File: src/rtl/opr_pkg.sv
// ----------------------------------------------------------------------------
// opr_pkg
// Shared constants, types and arithmetic helpers for polynomial reconstruction.
// ----------------------------------------------------------------------------
package opr_pkg;

  localparam int DEF_MAX_TERMS    = 512;
  localparam int DEF_MAX_EXPONENT = 7;

  localparam int COEF_W  = 48;
  localparam int EXP_W   = 15;
  localparam int COORD_W = 32;
  localparam int TC_W    = 10;
  localparam int MEM_W   = 4 * COEF_W + EXP_W;

  typedef logic signed [63:0] q32_t;

  localparam logic signed [63:0] MAG_MAX = 64'sh7FFF_FFFF_FFFF_FFFF;
  localparam logic signed [63:0] ONE_Q32 = 64'sh0000_0001_0000_0000;
  localparam logic signed [63:0] OUT_MAX = 64'sh0000_7FFF_FFFF_FFFF;
  localparam logic signed [63:0] OUT_MIN = -64'sh0000_8000_0000_0000;

  // Bit offset of each exponent in the code, in multiplication order.
  function automatic logic [3:0] exp_shift(input logic [2:0] f);
    logic [3:0] s;
    unique case (f)
      3'd0:    s = 4'd0;
      3'd1:    s = 4'd6;
      3'd2:    s = 4'd3;
      3'd3:    s = 4'd9;
      default: s = 4'd12;
    endcase
    return s;
  endfunction

  function automatic logic [63:0] mag64(input q32_t v);
    return v[63] ? 64'(-v) : 64'(v);
  endfunction

  // Addition saturating symmetrically at +-(2^63-1).
  function automatic q32_t sadd(input q32_t a, input q32_t b);
    logic signed [64:0] s;
    s = 65'(a) + 65'(b);
    if (s > 65'(MAG_MAX)) return MAG_MAX;
    if (s < -65'(MAG_MAX)) return -MAG_MAX;
    return s[63:0];
  endfunction

  function automatic logic [COEF_W-1:0] sat48(input q32_t v);
    if (v > OUT_MAX) return OUT_MAX[COEF_W-1:0];
    if (v < OUT_MIN) return OUT_MIN[COEF_W-1:0];
    return v[COEF_W-1:0];
  endfunction

endpackage

File: src/rtl/opr_mul.sv
// ----------------------------------------------------------------------------
// opr_mul
// Signed Q31.32 product with rounding and saturation, built from four
// 32x32 partial products.
// ----------------------------------------------------------------------------
module opr_mul import opr_pkg::*; (
  input  logic clk,
  input  logic rst,
  input  logic start,
  input  q32_t a,
  input  q32_t b,
  output logic done,
  output q32_t result
);

  logic         busy;
  logic [2:0]   step;
  logic [63:0]  ma;
  logic [63:0]  mb;
  logic         neg;
  logic [63:0]  prod;
  logic [127:0] acc;
  logic [31:0]  opa;
  logic [31:0]  opb;
  logic [127:0] pp;
  logic [127:0] rnd;
  logic [63:0]  mres;
  logic [1:0]   pstep;

  // Partial order: low*low, low*high, high*low, high*high.
  always_comb begin
    opa   = step[1] ? ma[63:32] : ma[31:0];
    opb   = step[0] ? mb[63:32] : mb[31:0];
    pstep = 2'(step - 3'd1);
    unique case (pstep)
      2'd0:    pp = 128'(prod);
      2'd1:    pp = 128'(prod) << 32;
      2'd2:    pp = 128'(prod) << 32;
      default: pp = 128'(prod) << 64;
    endcase
    rnd  = acc + 128'h8000_0000;
    mres = (|rnd[127:95]) ? 64'(MAG_MAX) : {1'b0, rnd[94:32]};
  end

  always_ff @(posedge clk) begin
    if (rst) begin
      busy <= 1'b0;
      step <= '0;
      done <= 1'b0;
    end else begin
      done <= 1'b0;
      if (start) begin
        busy <= 1'b1;
        step <= '0;
      end else if (busy) begin
        step <= step + 3'd1;
        if (step == 3'd5) begin
          busy <= 1'b0;
          done <= 1'b1;
        end
      end
    end
  end

  always_ff @(posedge clk) begin
    if (start) begin
      ma  <= mag64(a);
      mb  <= mag64(b);
      neg <= a[63] ^ b[63];
      acc <= '0;
    end else if (busy) begin
      if (step < 3'd4) begin
        prod <= 64'(opa) * 64'(opb);
      end
      if (step >= 3'd1 && step <= 3'd4) begin
        acc <= acc + pp;
      end
      if (step == 3'd5) begin
        result <= neg ? -q32_t'(mres) : q32_t'(mres);
      end
    end
  end

endmodule

File: config.mk
export PLATFORM = sky130hd
export DESIGN_NAME = opr_mul
export DESIGN_NICKNAME = d
export VERILOG_FILES = /design/src/rtl/opr_pkg.sv /design/src/rtl/opr_mul.sv
export SDC_FILE = /design/constraint.sdc
export NUM_CORES = 2
export LEC_CHECK = 0
export ABC_AREA = 1
export BUFFER_PORTS_ARGS = -buffer_cell sky130_fd_sc_hd__buf_2
export CORE_MARGIN = 5
export CORE_UTILIZATION = 35
export DETAILED_ROUTE_END_ITERATION = 8
export GPL_TIMING_DRIVEN = 1
export PLACE_DENSITY_LB_ADDON = 0.05
export SLEW_MARGIN = 20
export SYNTH_ARGS = -nofsm -noshare
export SYNTH_HDL_FRONTEND = slang
export SYNTH_SLANG_ARGS = --single-unit
File: constraint.sdc
create_clock -name clk -period 16.35 [get_ports clk]
set_clock_uncertainty 0.1 [all_clocks]
set_input_delay 2.4525 -clock clk [delete_from_list [all_inputs] [get_ports clk]]
set_output_delay 2.4525 -clock clk [all_outputs]
set_load 0.01 [all_outputs]
# Word-level counts from Yosys, hierarchy flattened
# Index checks and enable logic that the tools add are counted.
# Widths: inputs -> output; s select.
[totals]
output_inout_bits = 65
inputBits = 131
register_bits = 390
word_cells = 48
[op_classes]
n_eq_ne = 3
bitwise_logic = 3
n_mux = 11
addsub = 7
n_lt_le_gt_ge = 3
n_reduce_logical = 9
mul = 1
[ops]
columns = ["operator", "count"]
rows = [
  ["$pmux 128 s2", 1],
  ["$mux 63", 3],
  ["$add 128x128->128", 1],
  ["$add 128x32->128 const B", 1],
  ["$neg 64->64", 2],
  ["$mul 32x32->64", 1],
  ["$mux 32", 2],
  ["$mux 64", 1],
  ["$neg 63->64", 1],
  ["$reduce_or 33->1", 1],
  ["$reduce_and 3->1", 2],
  ["$mux 1", 4],
  ["$reduce_or 2->1", 2],
  ["$add 3x1->3 const B", 1],
  ["$eq 3x3->1 const B", 1],
  ["$ge 3x1->1 const B", 1],
  ["$le 3x3->1 const B", 1],
  ["$lt 3x3->1 const B", 1],
  ["$reduce_or 3->1", 1],
  ["$eq 2x1->1 const B", 1],
  ["$eq 2x2->1 const B", 1],
  ["$logic_not 2->1", 1],
  ["$not 1->1", 2],
  ["$reduce_and 2->1", 1],
  ["other kinds (3)", 3],
]

# Depth between registers and ports, before layout
[logic_depth]
word_depth = 5
depth_mapped = 40
ltp_nobuf = 37

# Worst setup path after synthesis
# Ideal clock, no wire load.
[synth_timing]
path_type = "register to register"
from = "register step[0]"
to = "register prod[56] (data pin)"
arrival_time_ps = 7927
required_time_ps = 15985
n_path_buf = 3
path_stages_with_launch = 34
setup_time_ps = 265
slack_ps = 8058
synth_period_minus_slack_ps = 8292
path_cell_list = "dfxtp_1 > clkbuf_1 > inv_1 > clkbuf_1 > or2_2 > o21ai_1 > clkbuf_1 > nor2_1 > fa_1 > fa_1 > fa_1 > inv_1 > fa_1 > inv_1 > fa_1 > inv_1 > fa_1 > inv_1 > fa_1 > inv_1 > fa_1 > inv_1 > ha_1 > nand2_1 > nor2_1 > nand2_1 > nand3_1 > nand2_1 > o21ai_0 > nand3_1 > o21ai_0 > a21boi_0 > o21ai_0 > xor2_1"
[synth_via]
elab_chain_cells = 2
[synth_rtl]
columns = ["item", "line_no", "text"]
rows = [
  ["start, declared", "opr_mul.sv:17", "logic [2:0] step;"],
  ["start signal, assigned", "opr_mul.sv:56", "step <= step + 3'd1;"],
  ["$mux 32", "opr_mul.sv:33", "opb = step[0] ? mb[63:32] : mb[31:0];"],
  ["$mul 32x32->64", "opr_mul.sv:73", "prod <= 64'(opa) * 64'(opb);"],
  ["end signal, assigned", "opr_mul.sv:73", ""],
  ["end, declared", "opr_mul.sv:21", "logic [63:0] prod;"],
]
# Every way passes these cells.
# A chain may end at the register's enable or synchronous reset.

# Final worst setup path
[layout_timing]
from = "register step[1]"
to = "register prod[60] (data pin)"
[layout_via]
elab_chain_cells = 2
[layout_rtl]
columns = ["item", "line_no", "text"]
rows = [
  ["$mux 32", "opr_mul.sv:32", "opa = step[1] ? ma[63:32] : ma[31:0];"],
  ["$mul 32x32->64", "opr_mul.sv:73", ""],
]
# Every way passes these cells.

==> out/summary.txt <==
required time worst endpoint - 16.63 ns
vias - 62300
register area share after synthesis - 15.4%
endpoints failing hold - 0
core box area - 192000 um^2
Synth top area share - 26.7%
cts repair resizes - 0
initial antenna violation count - 5
synthesized flop and latch total - 390
endpoint type of the worst setup path - flop
synth cell count leaders - inv_1 (2059), nor2_1 (1686), nand2_1 (1563), fa_1 (897), a21oi_1 (466)
drt first-iter violations - 4637
Syn Std Cell Area - 67300 um^2
final core occ - 38.3%
gr ovfl total - 0
via/cell ratio - 5.18
H-tree levels - 2
relative slew slack - 25.0%
Die Y - 449 um
distinct cell type count after synthesis - 54
drt drc - 0
CTS sink count - 390
CTS tree - built
nets@finish - 10900
Post-synth EDFFs - 257
global-route wire length before repair - 456000 um
# Post-CTS Setup Buffers - 0
final RePlAce weighted congestion - 0.991
total of max-cap violations - 0
Peak Freq - 92.7 MHz
Initial Util - 35.1%
largest net degree at the start of global routing - 118
Worst Path Arrival - 11.07 ns
1st-pass router iterations - 6
period utilization - 65.9%
setup TNS - 0 ns
Final setup viols - 0
row count - 161
total I/O pin count - 196
antenna-violating nets left - 0
port bufs - 195
Area Overhead vs Synth - 9.22%
Die W - 449 um
Syn Area/Cell - 7.19 um^2
Slew Viols, Final - 0
gr usage total - 30.9%
Clock Latency Late Sink - 0.73 ns
yosys warns - 0
Async S/R FF share, synth - 0%
min Tclk post-route - 10.78 ns
max incr delay on CP - 0.68 ns
cell at the slowest stage of the critical path - fa_1
most frequent CP cell - fa_1
# fillers - 20800
Clk pin slew, worst setup/hold paths - 0.06 ns
Syn Nets - 10800
Die Area - 201000 um^2
clock root buffer - clkbuf_16
Worst Max-Slew Pin Slew - 1.12 ns
Hold Crit Class - reg -> reg
layout cell share with drive strength beyond 1 - 6.49%
drt total wl - 316000 um
ys flop type - edfxtp_1
number of global-route vias before repair - 65000
RSZ-0062 raised after global routing - no
Hold Buf Count CTS - 0
WS Path Type - reg -> reg
Gate Count Post-Synth - 9362
DR WL/cell - 26.3 um
outcome - finished, final reports clean
critical path fanouts, max - 35
post-DP HPWL - 262000 um
clock buffer depth - 3
CP startpoint kind - flop
count leader, synth - inv_1
CTS buffer count - 54
largest cells by area after synthesis - fa_1 (27%), inv_1 (11%), edfxtp_1 (11%)
Synth area leader - fa_1
[sequential cells by signal, indices dropped and copies added (netlist names)]
name,count
prod,64
busy,1
step,3
ma,64
done,1
acc,128
mb,64
result,64
neg,1
[cells in the final DEF, fill, tap and decap left out, types with 57 or more instances in the layout]
cell type,n
fa_1,897
inv_1,2057
o21ai_0,272
edfxtp_1,257
a21oi_1,466
xnor2_1,112
nand3_1,242
o21ai_2,57
nand2_1,1563
or2_2,79
a31oi_1,103
buf_4,109
xor2_1,260
dfxtp_1,131
nor2_1,1686
nor3_1,67
ha_1,396
buf_2,194
nand4_1,75
[final cells by class]
cell class / count / area, um^2 / share of cell area, %
Multi-Input combinational cell: 6615 / 48300 / 65.7
Sequential cell: 390 / 10400 / 14.1
Inverter: 2090 / 7850 / 10.7
Tap cell: 2526 / 3160 / 4.30
Timing Repair Buffer: 306 / 1840 / 2.51
Clock buffer: 61 / 1410 / 1.91
Clock inverter: 40 / 562 / 0.764
Antenna cell: 1 / 2.50 / 0.00340
[final timing paths]
kind              cells after the start                 start              endpoint  slack (ns)
setup / recovery                     28  step[1]$_SDFFE_PP0P_    prod[60]$_DFFE_PP_        5.57
hold / removal                        2       busy$_SDFF_PP0_  step[0]$_SDFFE_PP0P_        0.42
setup reg to reg                     28  step[1]$_SDFFE_PP0P_    prod[60]$_DFFE_PP_        5.57
hold reg to reg                       2       busy$_SDFF_PP0_  step[0]$_SDFFE_PP0P_        0.42
[cell families (layout without fill, tap and decap cells)]
kind of cell	count (synthesis)	count (layout)	synth area share, %
simple gates	3831	3831	23.1
buf+inv	2357	2497	13.2
fa+ha+maj	1294	1294	34.1
compound gates	1117	1117	9.33
flops	390	390	15.4
xor+xnor	373	373	4.85
other cells	0	1	0
[metal layers]
metal	part of all wire, %	GRT usage (%)
met5	0.0076	0
met4	6.1	15.3
met3	4.5	3.20
met2	49	54.5
met1	40	37.5
[critical path, delay by kind of cell (launching register included)]
kind                     cells  cell delay (ns)
AO/OA/AOI/OAI                5             1.77
AND/OR/NAND/NOR              6             1.26
XOR/XNOR                     1             0.09
flip-flops                   1             0.31
adder cells (fa/ha/maj)      9             4.62
buffers and inverters        7             2.25
[per-stage QoR]
step	hold slack, ns	instance area (um^2)	instances	setup slack [ns]
6_report	0.421	73500	12000	5.57
5_1_grt	0.456	73500	12000	5.06
4_1_cts	0.421	73500	12000	5.57
3_5_place_dp	0.410	71600	11900	5.62
3_3_place_gp	0.401	71500	11900	5.20
2_1_floorplan	0.372	67300	9362	8.06
Power is not shown: default switching activity piles up to over one toggle a cycle in this logic, so the estimate is an artifact.
