$ cat config.mk
export PLATFORM = sky130hd
export DESIGN_NAME = opr_div100
export DESIGN_NICKNAME = d
export VERILOG_FILES = /design/src/rtl/opr_pkg.sv /design/src/rtl/opr_div100.sv
export SDC_FILE = /design/constraint.sdc
export NUM_CORES = 1
export LEC_CHECK = 0
export BUFFER_PORTS_ARGS = -buffer_cell sky130_fd_sc_hd__buf_2
export CORE_ASPECT_RATIO = 0.75
export CORE_UTILIZATION = 35
export DETAILED_ROUTE_END_ITERATION = 6
export PLACE_DENSITY = 0.6
export SLEW_MARGIN = 20
export SYNTH_ARGS = -nofsm -noshare
export SYNTH_HDL_FRONTEND = slang
export SYNTH_SLANG_ARGS = --single-unit
export TNS_END_PERCENT = 20
$ cat constraint.sdc
create_clock -name clk -period 20.4 [get_ports clk]
set_input_delay 2.04 -clock clk [delete_from_list [all_inputs] [get_ports clk]]
set_output_delay 2.04 -clock clk [all_outputs]
set_load 0.01 [all_outputs]
$ cat src/rtl/opr_pkg.sv
// ----------------------------------------------------------------------------
// opr_pkg
// Shared constants, types and arithmetic helpers for polynomial reconstruction.
// ----------------------------------------------------------------------------
package opr_pkg;

  localparam int DEF_MAX_TERMS    = 512;
  localparam int DEF_MAX_EXPONENT = 7;

  localparam int COEF_W  = 48;
  localparam int EXP_W   = 15;
  localparam int COORD_W = 32;
  localparam int TC_W    = 10;
  localparam int MEM_W   = 4 * COEF_W + EXP_W;

  typedef logic signed [63:0] q32_t;

  localparam logic signed [63:0] MAG_MAX = 64'sh7FFF_FFFF_FFFF_FFFF;
  localparam logic signed [63:0] ONE_Q32 = 64'sh0000_0001_0000_0000;
  localparam logic signed [63:0] OUT_MAX = 64'sh0000_7FFF_FFFF_FFFF;
  localparam logic signed [63:0] OUT_MIN = -64'sh0000_8000_0000_0000;

  // Bit offset of each exponent in the code, in multiplication order.
  function automatic logic [3:0] exp_shift(input logic [2:0] f);
    logic [3:0] s;
    unique case (f)
      3'd0:    s = 4'd0;
      3'd1:    s = 4'd6;
      3'd2:    s = 4'd3;
      3'd3:    s = 4'd9;
      default: s = 4'd12;
    endcase
    return s;
  endfunction

  function automatic logic [63:0] mag64(input q32_t v);
    return v[63] ? 64'(-v) : 64'(v);
  endfunction

  // Addition saturating symmetrically at +-(2^63-1).
  function automatic q32_t sadd(input q32_t a, input q32_t b);
    logic signed [64:0] s;
    s = 65'(a) + 65'(b);
    if (s > 65'(MAG_MAX)) return MAG_MAX;
    if (s < -65'(MAG_MAX)) return -MAG_MAX;
    return s[63:0];
  endfunction

  function automatic logic [COEF_W-1:0] sat48(input q32_t v);
    if (v > OUT_MAX) return OUT_MAX[COEF_W-1:0];
    if (v < OUT_MIN) return OUT_MIN[COEF_W-1:0];
    return v[COEF_W-1:0];
  endfunction

endpackage

$ cat src/rtl/opr_div100.sv
// ----------------------------------------------------------------------------
// opr_div100
// Converts a Q7.24 position in cm to Q.32 metres: round(x * 256 / 100),
// ties away from zero, by long division one byte of quotient per cycle.
// ----------------------------------------------------------------------------
module opr_div100 import opr_pkg::*; (
  input  logic                      clk,
  input  logic                      rst,
  input  logic                      start,
  input  logic signed [COORD_W-1:0] raw,
  output logic                      done,
  output q32_t                      result
);

  // The rounded dividend stays below 2^40, so five bytes cover it.
  localparam int NW = 40;
  localparam int NB = NW / 8;
  localparam logic [14:0] DIVISOR = 15'd100;
  // For every partial dividend below 25600, floor(n / 100) = (n * 5243) >> 19.
  localparam logic [26:0] RECIP = 27'd5243;

  logic          busy;
  logic [2:0]    cnt;
  logic [NW-1:0] num;
  logic [6:0]    rem;
  logic          neg;
  logic [14:0]   chunk;
  logic [26:0]   qprod;
  logic [7:0]    qd;
  logic [14:0]   qmul;
  logic [32:0]   rmag;

  always_comb begin
    chunk = {rem, num[NW-1 -: 8]};
    qprod = 27'(chunk) * RECIP;
    qd    = qprod[26:19];
    qmul  = 15'(qd) * DIVISOR;
    rmag  = raw[COORD_W-1] ? 33'(-34'(raw)) : 33'(raw);
  end

  always_ff @(posedge clk) begin
    if (rst) begin
      busy <= 1'b0;
      done <= 1'b0;
      cnt  <= '0;
    end else begin
      done <= 1'b0;
      if (start) begin
        busy <= 1'b1;
        cnt  <= '0;
      end else if (busy) begin
        cnt <= cnt + 3'd1;
        if (cnt == 3'(NB - 1)) begin
          busy <= 1'b0;
          done <= 1'b1;
        end
      end
    end
  end

  // The dividend register fills with quotient bytes as it empties.
  always_ff @(posedge clk) begin
    if (start) begin
      num <= NW'({rmag, 8'd0}) + NW'(50);
      rem <= '0;
      neg <= raw[COORD_W-1];
    end else if (busy) begin
      rem <= 7'(chunk - qmul);
      num <= {num[NW-9:0], qd};
    end
  end

  assign result = neg ? -q32_t'(num) : q32_t'(num);

endmodule

======== Yosys cells after proc, flatten, opt, wreduce, memory -nomap -nowiden ========
Cells that the tools add are included.
cells by class
  add/sub/neg operators ................... 5
  $mul .................................... 2
  eq/ne operators ......................... 1
  mux-type cells .......................... 8
  bitwise operators ....................... 1
  reduce and logical (&&, ||, !) cells .... 3
operator list
  operator                                                                number
  40-bit two-way mux                                                      2
  64-bit two-way mux                                                      1
  40-bit negator with 64-bit output                                       1
  40-bit by 6-bit adder with 40-bit output (second input constant)        1
  32-bit two-way mux                                                      1
  32-bit negator                                                          1
  15-bit by 13-bit multiplier with 27-bit output (second input constant)  1
  8-bit by 5-bit multiplier with 5-bit output (second input constant)     1
  7-bit subtractor                                                        1
  1-bit two-way mux                                                       4
  3-bit by 1-bit adder with 3-bit output (second input constant)          1
  3-bit == test (second input constant)                                   1
  3-bit OR reduction                                                      1
  2-bit nonzero test                                                      1
  2-bit OR reduction                                                      1
  1-bit inverter                                                          1
word-level totals
  register bits after elaboration ......... 53
  input bits .............................. 35
  output and inout bits ................... 65
  logic and storage cells ................. 26

======== Longest topological paths before layout ========
  word-level depth ........................ 4
  gate-level depth with buffers ........... 26
  gate-level depth less buffers ........... 26

======== Worst setup path after synthesis ========
OpenSTA, ideal clock, no wires.
  kind .................................... register to register
  start point ............................. register num[36]
  end point ............................... register rem[6]
  setup time .............................. 86 ps
  arrival ................................. 6,460 ps
  slack ................................... 13,855 ps
  cell stages (with the launch flop) ...... 27
  buffers on the path ..................... 0
  path through ............................ edfxtp_1 inv_1 fa_1 inv_1 ha_1 fa_1 inv_1 fa_1 fa_1 inv_1 ha_1 a211oi_1 o21bai_1 a2111oi_0 nand2_1 a21o_1 a211oi_1 nor3_1 ha_1 inv_1 ha_1 a21oi_1 xnor2_1 xnor3_1 xor2_1 xnor2_1 a211oi_1
between the ends
  word-level cells in the longest chain between the ends .. 3
ends and longest elaborated chain
  item                                            line              source
  start, declared                                 opr_div100.sv:24  logic [NW-1:0] num;
  start signal, assigned                          opr_div100.sv:64  num <= NW'({rmag, 8'd0}) + NW'(50);
  start signal, assigned                          opr_div100.sv:69  num <= {num[NW-9:0], qd};
  15-bit by 13-bit multiplier with 27-bit output  opr_div100.sv:35  qprod = 27'(chunk) * RECIP;
  net qprod[22]                                   opr_div100.sv:28  logic [26:0] qprod;
  8-bit by 5-bit multiplier with 5-bit output     opr_div100.sv:37  qmul = 15'(qd) * DIVISOR;
  7-bit subtractor                                opr_div100.sv:68  rem <= 7'(chunk - qmul);
  end signal, assigned                            opr_div100.sv:68
  end, declared                                   opr_div100.sv:25  logic [6:0] rem;
The timed path passes the listed nets, and every way through them passes these cells.
A chain may end at the register's enable or synchronous reset.

======== Worst setup path after layout ========
Ends and elaborated chain as after synthesis.

==> run summary <==
The number of hold-slack violations in the final timing report is 0. For the worst-skew pair, the clock arrives at the later sink with an insertion delay of roughly 0.30 ns. The initial core utilization came out at ~36%. The synthesized net count came out at 994. The worst setup path is captured at a flop. The largest stage delay on the critical path is 0.60 ns. The first global-routing pass estimated roughly 29000 µm of wire. The cell area after placement is a little over 0.008 mm². The number of gates resized after CTS came out at 0.

The slowest stage of the critical path belongs to the cell edfxtp_1. The most numerous cell type found on the critical path is inv_1. Measured along the x axis, the die boundary spans 168.7 µm. The worst path needs approximately 7.2 ns of the cycle, external delays included. The mean number of vias per cell came out at roughly 4.9. The detailed-placement wirelength estimate is 14630 µm. For the worst setup path, the data arrival time is around 7.4 ns. The setup skew after layout came out at 0.01032 ns. The number of standard-cell rows in the floorplan is 45. The final RePlAce weighted congestion is a little under 0.9. The combined global-route utilization of all metal layers is between 10% and 20%.

TritonCTS built the clock tree. The flip-flop cell with the highest count after synthesis is edfxtp_1. The tree is rooted in a clkbuf_16. The count of hold-fix buffers inserted at cts came out at 0. At the worst endpoint, the required time is approximately 21 ns. The number of global-route vias before repair came out at 5335. Setup repair after global routing left no endpoint under its margin. The pin count of the biggest net entering global routing is 87.

The total count of max-transition violations in the final report came to 0. After clock tree synthesis, the clock-pin slew on the worst setup and hold paths is 0.07 ns. Counting both buffers and inverters, the worst setup path holds a total of 6. The detailed router's first-iteration violation count came out at roughly 330. The number of antenna repair diodes came out at 0. The buffer levels on the longest clock path is 2. The sequential area share after synthesis is about a fifth. The detailed-router iteration count before antenna repair came out at 5. The number of buffers created by CTS is 5.

The worst setup path is of the flop to flop kind. The H-tree was split into 2 levels. The number of routed nets with antenna violations is 0. In the synthesized netlist the async set-or-reset flop fraction comes to 0%. The average size of a mapped cell came out at ~9.4 µm².

Headroom to the max-slew limit came out at 35.88%. The part of the cycle the worst path needs came out at 35.11%. The vertical die dimension is around 130 µm. The final-layout setup total negative slack came out at 0 ns. 100 I/O pins were placed. In this run the worst hold path is classified as flop to flop. The distinct cell type count after synthesis is 45. For this run the aggregate overflow at the end of global routing stands at 0. The gate family responsible for the most delay along the worst path is adder cells. The synthesized design contains 41 enable-type register cells. Cells fill between 40% and 50% of the core in the end. The floorplan step defined a core boundary enclosing roughly 0.02 mm². The maximum fanout along the worst path is 7. The ratio of cells with drive above 1 in the final layout is ~14%. Max-cap violations in this run came to 0.

The die covers between 0.02 and 0.025 mm². In the routed design, unresolved DRC markers number 0. The upper clock frequency limit came out at roughly 140 MHz. The flip-flop and latch count after synthesis is 53.

The total clock sinks came out at between 50 and 60. Once the clock tree was built, the setup fixing pass inserted 0 buffers. The flow ran to the end, and the final reports show no timing, DRC or antenna violations. The cell count after synthesis is roughly 780.

The worst setup path is launched from a flop. The synthesized cell area came out at about 0.0073 mm². For the pin with the worst max-slew slack, the measured transition is about 0.96 ns. The Yosys step of the flow raised 0 warnings. The number of port buffers came out at about 100. The initial antenna violation count is 0.

The number of endpoints failing setup at the final stage is 0. The average wire per standard cell is 15.38 µm. The area growth from synthesis to layout is 12.61%. At the end of the flow, the number of nets in the layout was ~1100. The sum of routed wire length over all layers is between 15000 and 20000 µm. The via count came out at roughly 5600.

The final instance area is 0.008213 mm².
## kinds of logic (layout without fill, tap and decap cells)
family,count (synthesis),count (layout),synth area share (%)
compound gates,138,138,11.87
xor+xnor,83,83,10.16
fa+ha+maj,183,183,38.50
buf+inv,148,232,7.669
flops,53,53,20.17
mux,6,6,0.8235
simple gates,165,165,10.81
## path summary, 6_finish.rpt
check                           slack (ns)  startpoint      to  cells after the start
worst max register to register       13.24     num[36]  rem[6]                     27
worst min-delay path                  0.50      cnt[2]    done                      2
worst max-delay path                 13.24     num[36]  rem[6]                     27
worst min register to register        0.50      cnt[2]    done                      2
## synth_stat cells, drive strengths merged (5+ instances only)
library cell	n	share of area [%]
xnor2	47	5.6
nor4	7	0.60
a211oi	7	0.72
or3	8	0.82
a21oi	44	3.0
inv	122	6.3
o21ai	28	1.9
xor2	35	4.2
a21o	5	0.51
nor3	12	0.82
nand2	40	2.1
nor2	64	3.3
nand2b	5	0.43
clkbuf	23	1.2
o41ai	8	0.96
mux2i	6	0.82
dfxtp	12	3.3
nand3	6	0.41
edfxtp	41	17
ha	114	20
a31oi	14	1.2
nand4	5	0.43
or4	9	1.0
fa	69	19
o31ai	19	2.2
## through the flow
| step | hold WS, ns | std cells | worst slack [ns] |
|---|---|---|---|
| after floorplan | 0.4560 | 776 | 13.85 |
| after global routing | 0.5440 | 1142 | 12.70 |
| final | 0.5000 | 1142 | 13.24 |
| after global placement | 0.4970 | 1134 | 13.52 |
| after detailed placement | 0.4865 | 1134 | 13.27 |
| after CTS | 0.5065 | 1142 | 13.24 |
## flip-flops by register name, summed over array words and instances (netlist names)
name / flops
done: 1
cnt: 3
num: 40
rem: 7
busy: 1
neg: 1
## final cells by class
| cell class | count | area, µm² |
|---|---|---|
| fill | 2008 | 12110 |
| multi-input combinational | 575 | 5263 |
| sequential | 53 | 1471 |
| timing repair buffer | 102 | 518.0 |
| inverter | 122 | 457.9 |
| tap | 282 | 352.8 |
| clock buffer | 7 | 142.6 |
| clock inverter | 1 | 7.507 |
## metal layers
| metal | routed length [µm] | share of wire, % | vias up | track usage (%) |
|---|---|---|---|---|
| met5 | 0 | 0 | - | 0 |
| met4 | 72 | 0.41 | 0 | 1.818 |
| li1 | - | - | 2795 | - |
| met2 | 6944 | 40 | 164 | 22.99 |
| met3 | 879 | 5.0 | 7 | 2.169 |
| met1 | 9666 | 55 | 2644 | 28.10 |
## tightest hold or removal path, cell delays in order (launching register included)
cell and delay [ns]:
dfxtp_1 0.32, nand2_1 0.08, nor4b_1 0.05
## placed cells by master (no fill, tap or decap), types with 3 or more instances in the layout
| cell type | netlist | routed |
|---|---|---|
| buf_2 | 0 | 99 |
| or4_1 | 7 | 7 |
| nand4_1 | 5 | 5 |
| edfxtp_1 | 41 | 41 |
| clkbuf_16 | 0 | 5 |
| mux2i_1 | 6 | 6 |
| nand2b_1 | 5 | 5 |
| nor2_1 | 64 | 64 |
| ha_1 | 114 | 114 |
| fa_1 | 69 | 69 |
| xnor2_1 | 47 | 47 |
| o41ai_1 | 8 | 8 |
| xor2_1 | 35 | 35 |
| o31ai_1 | 16 | 16 |
| inv_1 | 122 | 122 |
| a21oi_1 | 44 | 44 |
| buf_4 | 1 | 3 |
| a31oi_1 | 14 | 14 |
| nand3_1 | 6 | 6 |
| o21ai_0 | 28 | 28 |
| or3_1 | 6 | 6 |
| nand2_1 | 40 | 40 |
| nor4_1 | 7 | 7 |
| or2_2 | 3 | 3 |
| o31ai_2 | 3 | 3 |
| a211oi_1 | 7 | 7 |
| a21o_1 | 5 | 5 |
| nor3_1 | 12 | 12 |
| dfxtp_1 | 12 | 12 |
Power is not shown: default switching activity piles up to over one toggle a cycle in this logic, so the estimate is an artifact.
